**config.mk**
```make
export PLATFORM = sky130hd
export DESIGN_NAME = nec_ir_frame_decoder_core
export DESIGN_NICKNAME = d
export VERILOG_FILES = /design/src/rtl/nirfd_pkg.sv /design/src/rtl/nirfd_classifier.sv /design/src/rtl/nirfd_queue.sv /design/src/rtl/nirfd_frame_engine.sv /design/src/rtl/nec_ir_frame_decoder_core.sv
export SDC_FILE = /design/constraint.sdc
export NUM_CORES = 1
export LEC_CHECK = 0
export ABC_CLOCK_PERIOD_IN_PS = 3280
export BUFFER_PORTS_ARGS = -buffer_cell sky130_fd_sc_hd__buf_4
export CORE_UTILIZATION = 35
export DETAILED_ROUTE_END_ITERATION = 10
export PLACE_DENSITY_LB_ADDON = 0.08
export SLEW_MARGIN = 20
export SYNTH_ARGS = -nofsm -noshare
export SYNTH_HDL_FRONTEND = slang
export SYNTH_SLANG_ARGS = --single-unit
export TNS_END_PERCENT = 10
```
**constraint.sdc**
```tcl
create_clock -name clk -period 3.28 [get_ports clk]
set_input_delay 0.656 -clock clk [delete_from_list [all_inputs] [get_ports clk]]
set_output_delay 0.656 -clock clk [all_outputs]
set_load 0.01 [all_outputs]
```
**src/rtl/nirfd_pkg.sv**
```systemverilog
// Shared types, constants and reset values for the NEC infrared frame decoder.
// Used by every module of the decoder; depends on nothing else.

package nirfd_pkg;

    localparam int FRAME_BITS_DEFAULT  = 32;
    localparam int QUEUE_DEPTH_DEFAULT = 2;

    localparam int INTERVAL_W  = 16;
    localparam int CFG_W       = 16;
    localparam int CFG_IDX_W   = 3;
    localparam int BITS_RCVD_W = 5;
    localparam int FRAME_BYTES = 4;

    // Configuration register indexes.
    localparam logic [CFG_IDX_W-1:0] REG_START_MIN = 3'd0;
    localparam logic [CFG_IDX_W-1:0] REG_START_MAX = 3'd1;
    localparam logic [CFG_IDX_W-1:0] REG_ZERO_MIN  = 3'd2;
    localparam logic [CFG_IDX_W-1:0] REG_ZERO_MAX  = 3'd3;
    localparam logic [CFG_IDX_W-1:0] REG_ONE_MIN   = 3'd4;
    localparam logic [CFG_IDX_W-1:0] REG_ONE_MAX   = 3'd5;

    localparam logic [CFG_W-1:0] RST_START_MIN = 16'd12000;
    localparam logic [CFG_W-1:0] RST_START_MAX = 16'd15000;
    localparam logic [CFG_W-1:0] RST_ZERO_MIN  = 16'd900;
    localparam logic [CFG_W-1:0] RST_ZERO_MAX  = 16'd1300;
    localparam logic [CFG_W-1:0] RST_ONE_MIN   = 16'd2000;
    localparam logic [CFG_W-1:0] RST_ONE_MAX   = 16'd2500;

    // Command codes that switch the lamps.
    localparam logic [7:0] CMD_RED_ON    = 8'h45;
    localparam logic [7:0] CMD_GREEN_ON  = 8'h46;
    localparam logic [7:0] CMD_BLUE_ON   = 8'h47;
    localparam logic [7:0] CMD_RED_OFF   = 8'h44;
    localparam logic [7:0] CMD_GREEN_OFF = 8'h40;
    localparam logic [7:0] CMD_BLUE_OFF  = 8'h43;

    localparam int LAMP_RED   = 0;
    localparam int LAMP_GREEN = 1;
    localparam int LAMP_BLUE  = 2;

    typedef enum logic [1:0] {
        CLS_START   = 2'd0,
        CLS_ZERO    = 2'd1,
        CLS_ONE     = 2'd2,
        CLS_INVALID = 2'd3
    } pulse_class_t;

    typedef struct packed {
        logic [CFG_W-1:0] start_min;
        logic [CFG_W-1:0] start_max;
        logic [CFG_W-1:0] zero_min;
        logic [CFG_W-1:0] zero_max;
        logic [CFG_W-1:0] one_min;
        logic [CFG_W-1:0] one_max;
    } window_cfg_t;

    typedef struct packed {
        pulse_class_t           pulse_class;
        logic [BITS_RCVD_W-1:0] bits_received;
        logic                   frame_done;
        logic                   frame_valid;
        logic [7:0]             address_byte;
        logic [7:0]             address_check;
        logic [7:0]             command_byte;
        logic [7:0]             command_check;
        logic [2:0]             lamps;
    } result_t;

endpackage

```
**src/rtl/nirfd_classifier.sv**
```systemverilog
// Front end of the decoder: holds the window registers and classifies each interval.
// Depends on nirfd_pkg.

module nirfd_classifier (
    input  logic                           clk,
    input  logic                           rst_n,
    input  logic                           cfg_write,
    input  logic [nirfd_pkg::CFG_IDX_W-1:0] cfg_index,
    input  logic [nirfd_pkg::CFG_W-1:0]     cfg_data,
    input  logic                           in_valid,
    output logic                           in_ready,
    input  logic [nirfd_pkg::INTERVAL_W-1:0] interval_us,
    output logic                           push_valid,
    input  logic                           push_ready,
    output nirfd_pkg::pulse_class_t        push_class
);
    import nirfd_pkg::*;

    window_cfg_t win_reg;
    window_cfg_t win_next;
    logic        hit_start;
    logic        hit_zero;
    logic        hit_one;

    always_comb
    begin
        win_next = win_reg;
        if (cfg_write)
        begin
            unique case (cfg_index)
                REG_START_MIN: win_next.start_min = cfg_data;
                REG_START_MAX: win_next.start_max = cfg_data;
                REG_ZERO_MIN:  win_next.zero_min  = cfg_data;
                REG_ZERO_MAX:  win_next.zero_max  = cfg_data;
                REG_ONE_MIN:   win_next.one_min   = cfg_data;
                REG_ONE_MAX:   win_next.one_max   = cfg_data;
                default:       win_next           = win_reg;
            endcase
        end
    end

    always_ff @(posedge clk or negedge rst_n)
    begin
        if (!rst_n)
        begin
            win_reg.start_min <= RST_START_MIN;
            win_reg.start_max <= RST_START_MAX;
            win_reg.zero_min  <= RST_ZERO_MIN;
            win_reg.zero_max  <= RST_ZERO_MAX;
            win_reg.one_min   <= RST_ONE_MIN;
            win_reg.one_max   <= RST_ONE_MAX;
        end
        else
        begin
            win_reg <= win_next;
        end
    end

    // Windows are open intervals; an empty window simply never matches.
    assign hit_start = (interval_us > win_reg.start_min) && (interval_us < win_reg.start_max);
    assign hit_zero  = (interval_us > win_reg.zero_min)  && (interval_us < win_reg.zero_max);
    assign hit_one   = (interval_us > win_reg.one_min)   && (interval_us < win_reg.one_max);

    always_comb
    begin
        priority if (hit_start)
            push_class = CLS_START;
        else if (hit_zero)
            push_class = CLS_ZERO;
        else if (hit_one)
            push_class = CLS_ONE;
        else
            push_class = CLS_INVALID;
    end

    assign push_valid = in_valid;
    assign in_ready   = push_ready;

endmodule

```
**src/rtl/nirfd_queue.sv**
```systemverilog
// Short queue of classified intervals between the front end and the frame engine.
// Depends on nirfd_pkg.

module nirfd_queue #(
    parameter int QUEUE_DEPTH = nirfd_pkg::QUEUE_DEPTH_DEFAULT
) (
    input  logic                    clk,
    input  logic                    rst_n,
    input  logic                    push_valid,
    output logic                    push_ready,
    input  nirfd_pkg::pulse_class_t push_class,
    output logic                    pop_valid,
    input  logic                    pop_ready,
    output nirfd_pkg::pulse_class_t pop_class
);
    import nirfd_pkg::*;

    localparam int PTR_W = $clog2(QUEUE_DEPTH);
    localparam int CNT_W = $clog2(QUEUE_DEPTH + 1);

    pulse_class_t     entry_reg [QUEUE_DEPTH];
    logic [PTR_W-1:0] wr_ptr_reg;
    logic [PTR_W-1:0] wr_ptr_next;
    logic [PTR_W-1:0] rd_ptr_reg;
    logic [PTR_W-1:0] rd_ptr_next;
    logic [CNT_W-1:0] count_reg;
    logic [CNT_W-1:0] count_next;
    logic             push;
    logic             pop;

    assign push_ready = (count_reg != CNT_W'(QUEUE_DEPTH));
    assign pop_valid  = (count_reg != '0);
    assign pop_class  = entry_reg[rd_ptr_reg];
    assign push       = push_valid && push_ready;
    assign pop        = pop_valid && pop_ready;

    always_comb
    begin
        wr_ptr_next = wr_ptr_reg;
        rd_ptr_next = rd_ptr_reg;
        count_next  = count_reg;
        if (push)
            wr_ptr_next = (wr_ptr_reg == PTR_W'(QUEUE_DEPTH - 1)) ? '0 : wr_ptr_reg + 1'b1;
        if (pop)
            rd_ptr_next = (rd_ptr_reg == PTR_W'(QUEUE_DEPTH - 1)) ? '0 : rd_ptr_reg + 1'b1;
        if (push && !pop)
            count_next = count_reg + 1'b1;
        else if (pop && !push)
            count_next = count_reg - 1'b1;
    end

    always_ff @(posedge clk or negedge rst_n)
    begin
        if (!rst_n)
        begin
            wr_ptr_reg <= '0;
            rd_ptr_reg <= '0;
            count_reg  <= '0;
        end
        else
        begin
            wr_ptr_reg <= wr_ptr_next;
            rd_ptr_reg <= rd_ptr_next;
            count_reg  <= count_next;
        end
    end

    always_ff @(posedge clk)
    begin
        if (push)
            entry_reg[wr_ptr_reg] <= push_class;
    end

`ifndef SYNTH
    assert property (@(posedge clk) disable iff (!rst_n)
        count_reg <= CNT_W'(QUEUE_DEPTH))
        else $error("queue fill count exceeds its depth");

    assert property (@(posedge clk) disable iff (!rst_n)
        (push && !pop) |=> (count_reg == $past(count_reg) + 1'b1))
        else $error("queue count did not rise on a lone push");

    assert property (@(posedge clk) disable iff (!rst_n)
        (pop && !push) |=> (count_reg == $past(count_reg) - 1'b1))
        else $error("queue count did not fall on a lone pop");
`endif

endmodule

```
**src/rtl/nirfd_frame_engine.sv**
```systemverilog
// Back end of the decoder: bit counter, shift byte, frame store, lamps and output register.
// Depends on nirfd_pkg.

module nirfd_frame_engine #(
    parameter int FRAME_BITS = nirfd_pkg::FRAME_BITS_DEFAULT
) (
    input  logic                    clk,
    input  logic                    rst_n,
    input  logic                    pop_valid,
    output logic                    pop_ready,
    input  nirfd_pkg::pulse_class_t pop_class,
    output logic                    out_valid,
    input  logic                    out_ready,
    output nirfd_pkg::result_t      result
);
    import nirfd_pkg::*;

    localparam int CNT_W = $clog2(FRAME_BITS + 1);

    logic [CNT_W-1:0] count_reg;
    logic [CNT_W-1:0] count_next;
    logic [7:0]       shift_reg;
    logic [7:0]       shift_next;
    logic [7:0]       frame_reg [FRAME_BYTES];
    logic [7:0]       frame_next [FRAME_BYTES];
    logic [2:0]       lamp_reg;
    logic [2:0]       lamp_next;
    logic             out_valid_reg;
    logic             out_valid_next;
    result_t          result_reg;
    result_t          result_next;

    logic             pop;
    logic             is_bit;
    logic [CNT_W-1:0] cnt_inc;
    logic [7:0]       shift_new;
    logic [CNT_W-4:0] byte_num;
    logic [1:0]       byte_idx;
    logic             byte_full;
    logic             done;
    logic             valid;

    assign pop_ready = !out_valid_reg || out_ready;
    assign pop       = pop_valid && pop_ready;

    assign is_bit    = (pop_class == CLS_ZERO) || (pop_class == CLS_ONE);
    assign cnt_inc   = count_reg + 1'b1;
    assign shift_new = {pop_class == CLS_ONE, shift_reg[7:1]};
    assign byte_num  = cnt_inc[CNT_W-1:3];
    assign byte_idx  = 2'(byte_num - (CNT_W - 3)'(1));
    assign byte_full = is_bit && (cnt_inc[2:0] == 3'd0);
    assign done      = is_bit && (cnt_inc == CNT_W'(FRAME_BITS));

    always_comb
    begin
        for (int i = 0; i < FRAME_BYTES; i++)
            frame_next[i] = frame_reg[i];
        if (byte_full)
            frame_next[byte_idx] = shift_new;
    end

    assign valid = done && (frame_next[0] == ~frame_next[1])
                        && (frame_next[2] == ~frame_next[3]);

    always_comb
    begin
        lamp_next = lamp_reg;
        if (valid)
        begin
            unique case (frame_next[2])
                CMD_RED_ON:    lamp_next[LAMP_RED]   = 1'b1;
                CMD_GREEN_ON:  lamp_next[LAMP_GREEN] = 1'b1;
                CMD_BLUE_ON:   lamp_next[LAMP_BLUE]  = 1'b1;
                CMD_RED_OFF:   lamp_next[LAMP_RED]   = 1'b0;
                CMD_GREEN_OFF: lamp_next[LAMP_GREEN] = 1'b0;
                CMD_BLUE_OFF:  lamp_next[LAMP_BLUE]  = 1'b0;
                default:       lamp_next             = lamp_reg;
            endcase
        end
    end

    // A start or invalid interval abandons the frame in progress.
    assign count_next = (!is_bit || done) ? '0 : cnt_inc;
    assign shift_next = is_bit ? shift_new : 8'h00;

    always_comb
    begin
        result_next.pulse_class   = pop_class;
        result_next.bits_received = BITS_RCVD_W'(count_next);
        result_next.frame_done    = done;
        result_next.frame_valid   = valid;
        result_next.address_byte  = frame_next[0];
        result_next.address_check = frame_next[1];
        result_next.command_byte  = frame_next[2];
        result_next.command_check = frame_next[3];
        result_next.lamps         = lamp_next;
    end

    assign out_valid_next = pop ? 1'b1 : (out_ready ? 1'b0 : out_valid_reg);

    always_ff @(posedge clk or negedge rst_n)
    begin
        if (!rst_n)
        begin
            count_reg     <= '0;
            shift_reg     <= '0;
            lamp_reg      <= '0;
            out_valid_reg <= 1'b0;
            for (int i = 0; i < FRAME_BYTES; i++)
                frame_reg[i] <= '0;
        end
        else
        begin
            out_valid_reg <= out_valid_next;
            if (pop)
            begin
                count_reg <= count_next;
                shift_reg <= shift_next;
                lamp_reg  <= lamp_next;
                for (int i = 0; i < FRAME_BYTES; i++)
                    frame_reg[i] <= frame_next[i];
            end
        end
    end

    always_ff @(posedge clk)
    begin
        if (pop)
            result_reg <= result_next;
    end

    assign out_valid = out_valid_reg;
    assign result    = result_reg;

`ifndef SYNTH
    assert property (@(posedge clk) disable iff (!rst_n)
        (out_valid_reg && result_reg.frame_done) |-> (result_reg.bits_received == '0))
        else $error("completed frame left a nonzero bit count");

    assert property (@(posedge clk) disable iff (!rst_n)
        (out_valid_reg && result_reg.frame_valid) |-> result_reg.frame_done)
        else $error("frame flagged valid without completing");

    assert property (@(posedge clk) disable iff (!rst_n)
        (out_valid_reg && ((result_reg.pulse_class == CLS_START)
                        || (result_reg.pulse_class == CLS_INVALID)))
        |-> ((result_reg.bits_received == '0) && !result_reg.frame_done))
        else $error("start or invalid interval did not clear the frame");
`endif

endmodule

```
**src/rtl/nec_ir_frame_decoder_core.sv**
```systemverilog
// NEC infrared frame decoder, top level.
// Depends on nirfd_pkg, nirfd_classifier, nirfd_queue and nirfd_frame_engine.
//
// Usage:
//   Input channel (in_valid / in_ready / interval_us): one request per falling
//   edge of the receiver line, carrying the microseconds since the previous edge.
//   Output channel (out_valid / out_ready and the result fields): exactly one
//   result per request, in order: the interval class, the bit count, frame
//   completion and validity, the four frame bytes and the three lamp states.
//   Configuration: cfg_write with cfg_index and cfg_data sets one window bound
//   at a clock edge; only write while no request is in flight.
// Pipeline and throughput:
//   An accepted request is written into the queue, then popped into the frame
//   engine's output register, where its result is presented. One request per
//   cycle is sustained while out_ready stays high; the classifier compares are
//   combinational at the input and the engine updates its state once per request.
// Reset:
//   Windows return to their default bounds, counters, shift byte, frame store
//   and lamps clear, and the queue and output register empty.
// Stalls:
//   When out_ready is low the output register holds; the queue keeps taking
//   requests until it fills, then in_ready drops.

module nec_ir_frame_decoder_core #(
    parameter int FRAME_BITS  = nirfd_pkg::FRAME_BITS_DEFAULT,
    parameter int QUEUE_DEPTH = nirfd_pkg::QUEUE_DEPTH_DEFAULT
) (
    input  logic                              clk,
    input  logic                              rst_n,
    input  logic                              cfg_write,
    input  logic [nirfd_pkg::CFG_IDX_W-1:0]   cfg_index,
    input  logic [nirfd_pkg::CFG_W-1:0]       cfg_data,
    input  logic                              in_valid,
    output logic                              in_ready,
    input  logic [nirfd_pkg::INTERVAL_W-1:0]  interval_us,
    output logic                              out_valid,
    input  logic                              out_ready,
    output logic [1:0]                        pulse_class,
    output logic [nirfd_pkg::BITS_RCVD_W-1:0] bits_received,
    output logic                              frame_done,
    output logic                              frame_valid,
    output logic [7:0]                        address_byte,
    output logic [7:0]                        address_check,
    output logic [7:0]                        command_byte,
    output logic [7:0]                        command_check,
    output logic                              lamp_red,
    output logic                              lamp_green,
    output logic                              lamp_blue
);
    import nirfd_pkg::*;

    logic         push_valid;
    logic         push_ready;
    pulse_class_t push_class;
    logic         pop_valid;
    logic         pop_ready;
    pulse_class_t pop_class;
    result_t      result;

    nirfd_classifier u_classifier (
        .clk        (clk),
        .rst_n      (rst_n),
        .cfg_write  (cfg_write),
        .cfg_index  (cfg_index),
        .cfg_data   (cfg_data),
        .in_valid   (in_valid),
        .in_ready   (in_ready),
        .interval_us(interval_us),
        .push_valid (push_valid),
        .push_ready (push_ready),
        .push_class (push_class)
    );

    nirfd_queue #(
        .QUEUE_DEPTH(QUEUE_DEPTH)
    ) u_queue (
        .clk       (clk),
        .rst_n     (rst_n),
        .push_valid(push_valid),
        .push_ready(push_ready),
        .push_class(push_class),
        .pop_valid (pop_valid),
        .pop_ready (pop_ready),
        .pop_class (pop_class)
    );

    nirfd_frame_engine #(
        .FRAME_BITS(FRAME_BITS)
    ) u_frame_engine (
        .clk      (clk),
        .rst_n    (rst_n),
        .pop_valid(pop_valid),
        .pop_ready(pop_ready),
        .pop_class(pop_class),
        .out_valid(out_valid),
        .out_ready(out_ready),
        .result   (result)
    );

    assign pulse_class   = result.pulse_class;
    assign bits_received = result.bits_received;
    assign frame_done    = result.frame_done;
    assign frame_valid   = result.frame_valid;
    assign address_byte  = result.address_byte;
    assign address_check = result.address_check;
    assign command_byte  = result.command_byte;
    assign command_check = result.command_check;
    assign lamp_red      = result.lamps[LAMP_RED];
    assign lamp_green    = result.lamps[LAMP_GREEN];
    assign lamp_blue     = result.lamps[LAMP_BLUE];

endmodule
```
# Word level (Yosys, flattened, before mapping)
# Memory sizes are Yosys's and may differ from the RTL's.
# Cells that the tools add are included.
# word_totals
regBits,194
ramBits,4
latchBits,0
mem_count,1
out_inout_bits,46
in_bits,40
rom_bits,0
elab_cells,112
# op_classes
n_reduce_logical,30
n_mux,21
n_lt_le_gt_ge,8
eq_ne,17
mul,0
addsub,6
shift,0
bitwise,3
n_div,0
# memory_table
memory,depth,word_bits,rd,rd_ports_with_merged_regs,wr,line,text
u_queue.entry_reg,2,2,1,0,1,nirfd_queue.sv:21,pulse_class_t entry_reg [QUEUE_DEPTH];
# op_table
op,count
"8-bit by 7-bit equality test with 1-bit output, second input constant",6
16-bit > comparator,3
16-bit less-than comparator,3
32-bit bitwise mux,1
32-bit 2-to-1 mux,1
8-bit demux with 2-bit select,1
8-bit equality test,2
8-bit 2-to-1 mux,2
8-bit inverter,2
1-bit logical AND,12
2-bit AND reduction,6
2-bit 2-to-1 mux,4
1-bit 2-to-1 mux,7
"6-bit by 1-bit adder with 6-bit output, second input constant",1
"3-bit by 2-bit equality test with 1-bit output, second input constant",2
"3-bit equality test, second input constant",2
"6-bit equality test, second input constant",1
3-bit logical NOT,2
6-bit 2-to-1 mux,1
1-bit one-hot mux with 2 select lines,3
2-bit nonzero test,3
1-bit logical NOT,4
"2-bit by 1-bit subtractor with 2-bit output, second input constant",2
"3-bit by 1-bit equality test with 1-bit output, second input constant",1
10 further kinds,13

# Longest topological paths before layout
# depth
word_depth,14
ltp_mapped,12
ltp_nobuf,11

# Hierarchy
# A second synthesis with hierarchy kept.
# unflattened
hier_cells,1071
area_unflattened_um2,10899.2
# modules_own_cells
mod,seq_area_each_um2,n_inst,area_per_inst_um2,cells_per_inst
nirfd_classifier,2443.6,1,5855.6,601
nirfd_frame_engine,2547.4,1,4689.5,446
nirfd_queue,220.2,1,354.1,24

# Worst setup path before layout
# OpenSTA, ideal clock, no wires.
# synth_timing
kind,reg-to-reg
start,reg u_queue.rd_ptr_reg
end,"reg u_frame_engine.result_reg (netlist bit u_frame_engine.result[0]), data pin"
synth_period_minus_slack_ns,3.491
t_required_ns,3.018
arrival_ns,3.229
setup_time_ns,0.262
setup_slack_ns,-0.211
path_stages_with_launch,12
path_buffers,0
cell_sequence,dfrtp_1 > mux2_2 > ha_1 > nor2b_1 > a32oi_2 > nor2_1 > mux2i_4 > xnor2_1 > a2111oi_2 > nand4_4 > nor3_1 > mux2_1
# synth_between
elab_chain_cells,10
word_cells_on_any_way,18
cone_classes,eq/ne: 6; mux: 4; bitwise: 2; reduce/logical: 5; memory: 1
# synth_lines
element,line,text
from (decl),nirfd_queue.sv:24,logic [PTR_W-1:0] rd_ptr_reg;
from (signal assigned),nirfd_queue.sv:63,rd_ptr_reg <= rd_ptr_next;
memory 2 x 2 bit (*),--,
via pop_class[1],nec_ir_frame_decoder_core.sv:57,pulse_class_t pop_class;
2-bit by 1-bit equality test with 1-bit output or 2-bit equality test (tied branches),"nirfd_frame_engine.sv:46, nirfd_frame_engine.sv:48",
1-bit logical OR,nirfd_frame_engine.sv:46,assign is_bit = (pop_class == CLS_ZERO) || (pop_class == CLS_ONE);
1-bit logical AND,nirfd_frame_engine.sv:51,assign byte_full = is_bit && (cnt_inc[2:0] == 3'd0);
32-bit 2-to-1 mux,nirfd_frame_engine.sv:58,if (byte_full)
8-bit inverter,nirfd_frame_engine.sv:62,assign valid = done && (frame_next[0] == ~frame_next[1])
8-bit equality test,nirfd_frame_engine.sv:62,
1-bit logical AND,nirfd_frame_engine.sv:62,
1-bit logical AND,nirfd_frame_engine.sv:63,&& (frame_next[2] == ~frame_next[3]);
3-bit 2-to-1 mux (*),nirfd_frame_engine.sv:68,if (valid)
via u_frame_engine.lamp_next[0],nirfd_frame_engine.sv:27,logic [2:0] lamp_next;
to (signal assigned),nirfd_frame_engine.sv:129,result_reg <= result_next;
to (decl),nirfd_frame_engine.sv:30,result_t result_reg;
# The timed path passes the listed nets; every way through them passes the cells marked *.
# A chain may end at the register's enable or synchronous reset.

# Worst setup path in the final report
# layout_timing
start,reg u_queue.rd_ptr_reg
end,reg u_frame_engine.lamp_reg[2]
# layout_between
elab_chain_cells,10
word_cells_on_any_way,18
cone_classes,eq/ne: 6; mux: 4; bitwise: 2; reduce/logical: 5; memory: 1
# layout_lines
element,line,text
memory 2 x 2 bit (*),--,
via pop_class[1],nec_ir_frame_decoder_core.sv:57,
2-bit by 1-bit equality test with 1-bit output or 2-bit equality test (tied branches),"nirfd_frame_engine.sv:46, nirfd_frame_engine.sv:48",
1-bit logical OR,nirfd_frame_engine.sv:46,
1-bit logical AND,nirfd_frame_engine.sv:51,
32-bit 2-to-1 mux,nirfd_frame_engine.sv:58,
8-bit inverter,nirfd_frame_engine.sv:62,
8-bit equality test,nirfd_frame_engine.sv:62,
1-bit logical AND,nirfd_frame_engine.sv:62,
1-bit logical AND,nirfd_frame_engine.sv:63,
3-bit 2-to-1 mux (*),nirfd_frame_engine.sv:68,
to (signal assigned),nirfd_frame_engine.sv:119,lamp_reg <= lamp_next;
to (decl),nirfd_frame_engine.sv:26,logic [2:0] lamp_reg;
# Marks and branches as above.

==> key figures <==
Timing
  • Slew headroom: 49.1%
  • Final worst-path cycle share: 108%
  • Peak Freq: 283 MHz
  • Final Max Slew Viols: 0
  • Min Clock Period, post-route: about 3.5 ns
  • Unrepaired setup endpoints after global routing: true
  • Clock skew: about 0.015 ns
  • Least-Margin Pin Slew: 0.761 ns
  • Fin. Hold Viols: 0
  • Setup violations, final: 6
  • Worst setup margin: -0.251 ns

Yosys
  • Number of synthesized flops with an enable pin: 48
  • Main synth FF type: dfrtp_1
  • Average cell area after synthesis: 10.3 sq um
  • Synth area leaders: dfrtp_1 (27%), edfxtp_1 (13%), ha_1 (11%)
  • #FFs+latches synth: 197
  • Post-synthesis cell area: 10900 sq um
  • Gate Count Post-Synth: 1059
  • Net Count, Synth: 1196
  • Yosys top cell by area: dfrtp_1
  • Number of library cell types mapped by synthesis: 67
  • Syn. warnings: 0
  • Post-synthesis sequential area ratio: 48.0%
  • Synth top area share: 26.7%
  • Post-synth ARST share: between 70% and 80%

Detailed routing
  • Drt initial violations: 348
  • Via count: about 7.8k
  • Drt drc: 0
  • WL final: 28200 microns
  • Remaining antenna violation count: 0
  • Wire per inst: between 15 and 20 microns
  • 1st-pass router iterations: 5
  • DR vias/cell: between 4 and 5

Floorplan
  • Core area: 30600 sq um
  • Row Count: 64
  • Overall die area: 31700 sq um
  • Die height: 178 microns
  • Initial Util: a little over a third
  • I/O pins: 86
  • Die W: 178 microns

Setup path
  • Startpoint types: flop
  • CP endpoint kind: flop
  • FF-to-FF End: u_frame_engine.lamp_reg[2]
  • Crit path DAT: 3.86 ns
  • R2R depth: 13
  • Worst reg2reg startpoint: u_queue.rd_ptr_reg
  • Setup CP Type: reg2reg
  • CP Max Fanout: 5
  • Reg2Reg Setup Slack: -0.25 ns
  • Critical Path RT: 3.61 ns

Status
  • Failing checks: negative setup slack
  • Status: complete, but fails checks

Job
  • Max-cap violations: 0

Clocking
  • CTS tree: yes
  • Root Buffer: clkbuf_16
  • H-tree depth: 4
  • Total CTS buffers: 17
  • CTS Buffer Depth: 2
  • Clock transition at path regs: about 0.080 ns
  • Clock sinks: 197
  • Clock Latency Late Sink: 0.44 ns

Layout
  • Max reg flops: 96
  • Commonest non-fill, non-tap cell in the layout: nand2_1
  • Ratio of cells with drive above 1 in the final layout: 25.3%
  • Final net count: approximately 1.3k
  • Synth-to-layout area growth: 19.2%
  • Commonest non-fill, non-tap cells in the layout: nand2_1 (188), buf_4 (138), dfrtp_1 (116), inv_1 (101), ha_1 (96)
  • Number of diodes: 0
  • Finished Core Util: 42.3%
  • Layout Cells excl Fill: roughly 1.6k
  • Fillcell total: between 3k and 4k

Placement
  • Final Wtd Congestion: about 0.86
  • Cells after DPL: between 1.5k and 2k
  • Post-DP HPWL: 20100 microns
  • PortBufs: 85

Global route
  • First-pass GRT wire length: 44800 microns
  • Total track usage: 18.8%
  • Vias in the first global route: 7713
  • Grt total ovfl: 0
  • Maximum number of pins on one net before global-route repair: 62
  • Initial antenna violation count: 0

Power and ir drop
  • Pwr dens: 634 nW/um^2
  • Leak: 0.00600 uW
  • Max IR drop VDD: 0.347 mV

Hold path
  • Hold crit path type: in2async
-- power by group --
group / leakage, uW / internal, uW / switching, uW
logic: 0.00343 / 1170 / 1490
clock network: 0.000277 / 1090 / 970
registers: 0.00230 / 3210 / 286
-- synth_stat cells (6+ instances only) --
master	instances
nand2_1	189
dfrtp_1	116
inv_1	101
ha_1	97
o21ai_0	90
mux2_2	65
edfxtp_1	48
a21oi_1	33
dfstp_2	33
clkbuf_1	32
nor2_1	27
a21o_1	23
nand3_1	16
nand4_1	15
xnor2_1	15
nor2b_1	12
nor3_1	12
xor2_1	12
nand2b_1	10
nor4_1	7
a211oi_1	6
o21a_1	6
-- routing by layer --
metal  vias up  share of wire (%)  GRT usage (%)
met2       132                 49           32.1
met3        20                2.6           2.51
met5         -                  0              0
met1      3736                 47           24.9
met4         0                1.2           4.84
li1       3906                  -              -
-- area by class of cell --
type / instances / area (sq um) / area share [%]
Clock buffer: 22 / 458 / 3.54
Sequential cell: 197 / 5210 / 40.3
Clock inverter: 10 / 98.8 / 0.764
Inverter: 103 / 388 / 3.00
Tap cell: 396 / 495 / 3.83
Timing Repair Buffer: 142 / 1100 / 8.49
Multi-Input combinational cell: 718 / 5190 / 40.1
-- worst max path at each step --
stage / startpoint / end / slack [ns] / cells past startpoint
after detailed placement: u_queue.rd_ptr_reg / u_frame_engine.result[2] / -0.29 / 12
after global routing: u_queue.rd_ptr_reg / u_frame_engine.lamp_reg[2] / -0.43 / 14
after global placement: u_queue.rd_ptr_reg / u_frame_engine.lamp_reg[0] / -0.26 / 13
after CTS: u_queue.rd_ptr_reg / u_frame_engine.lamp_reg[0] / -0.19 / 14
after floorplan: u_queue.rd_ptr_reg / u_frame_engine.result[0] / -0.08 / 11
final: u_queue.rd_ptr_reg / u_frame_engine.lamp_reg[2] / -0.25 / 13
-- metrics by stage --
stage	hold slack (ns)	setup slack [ns]	instance area (sq um)	power, uW	TNS [ns]
final	0.222	-0.251	12900	8210	-1.11
after global routing	0.272	-0.427	12900	8790	-2.26
after floorplan	0.360	-0.0824	10900	5050	-0.165
after detailed placement	0.472	-0.291	12300	6170	-1.45
after CTS	0.233	-0.186	12900	8300	-0.866
after global placement	0.471	-0.258	12300	6150	-1.24
-- logic make-up (layout without fill, tap and decap cells) --
logic type	after synthesis	in the layout	share of synthesized area, %
AOI/OAI and AO/OA	204	204	11.8
xor gates and xnor gates	29	29	2.68
adders and majority gates	97	97	11.2
buffers and inverters	144	277	5.24
DFF	197	197	48.0
muxes	75	75	7.82
and+or+nand+nor	313	313	13.3
-- worst max-delay path, cell delays in order, from the launching register on --
cell	delay [ns]
dfrtp_1	0.36
mux2_2	0.38
ha_4	0.32
and4b_2	0.27
a32o_2	0.28
nand2_4	0.11
mux2i_4	0.24
xnor2_1	0.11
a2111oi_2	0.31
buf_4	0.19
nand4_4	0.16
buf_4	0.19
nor4_2	0.15
mux2_1	0.34
-- what timing repair did --
action | CTS | global route
setup buffers | 1 | 0
hold buffers | 0 | 0
gates cloned | 0 | 0
gates resized for setup | 6 | 10
pin swaps | 0 | 1
setup endpoints to repair | 6 | 6
No activity file was read; power rests on OpenSTA's default activity.
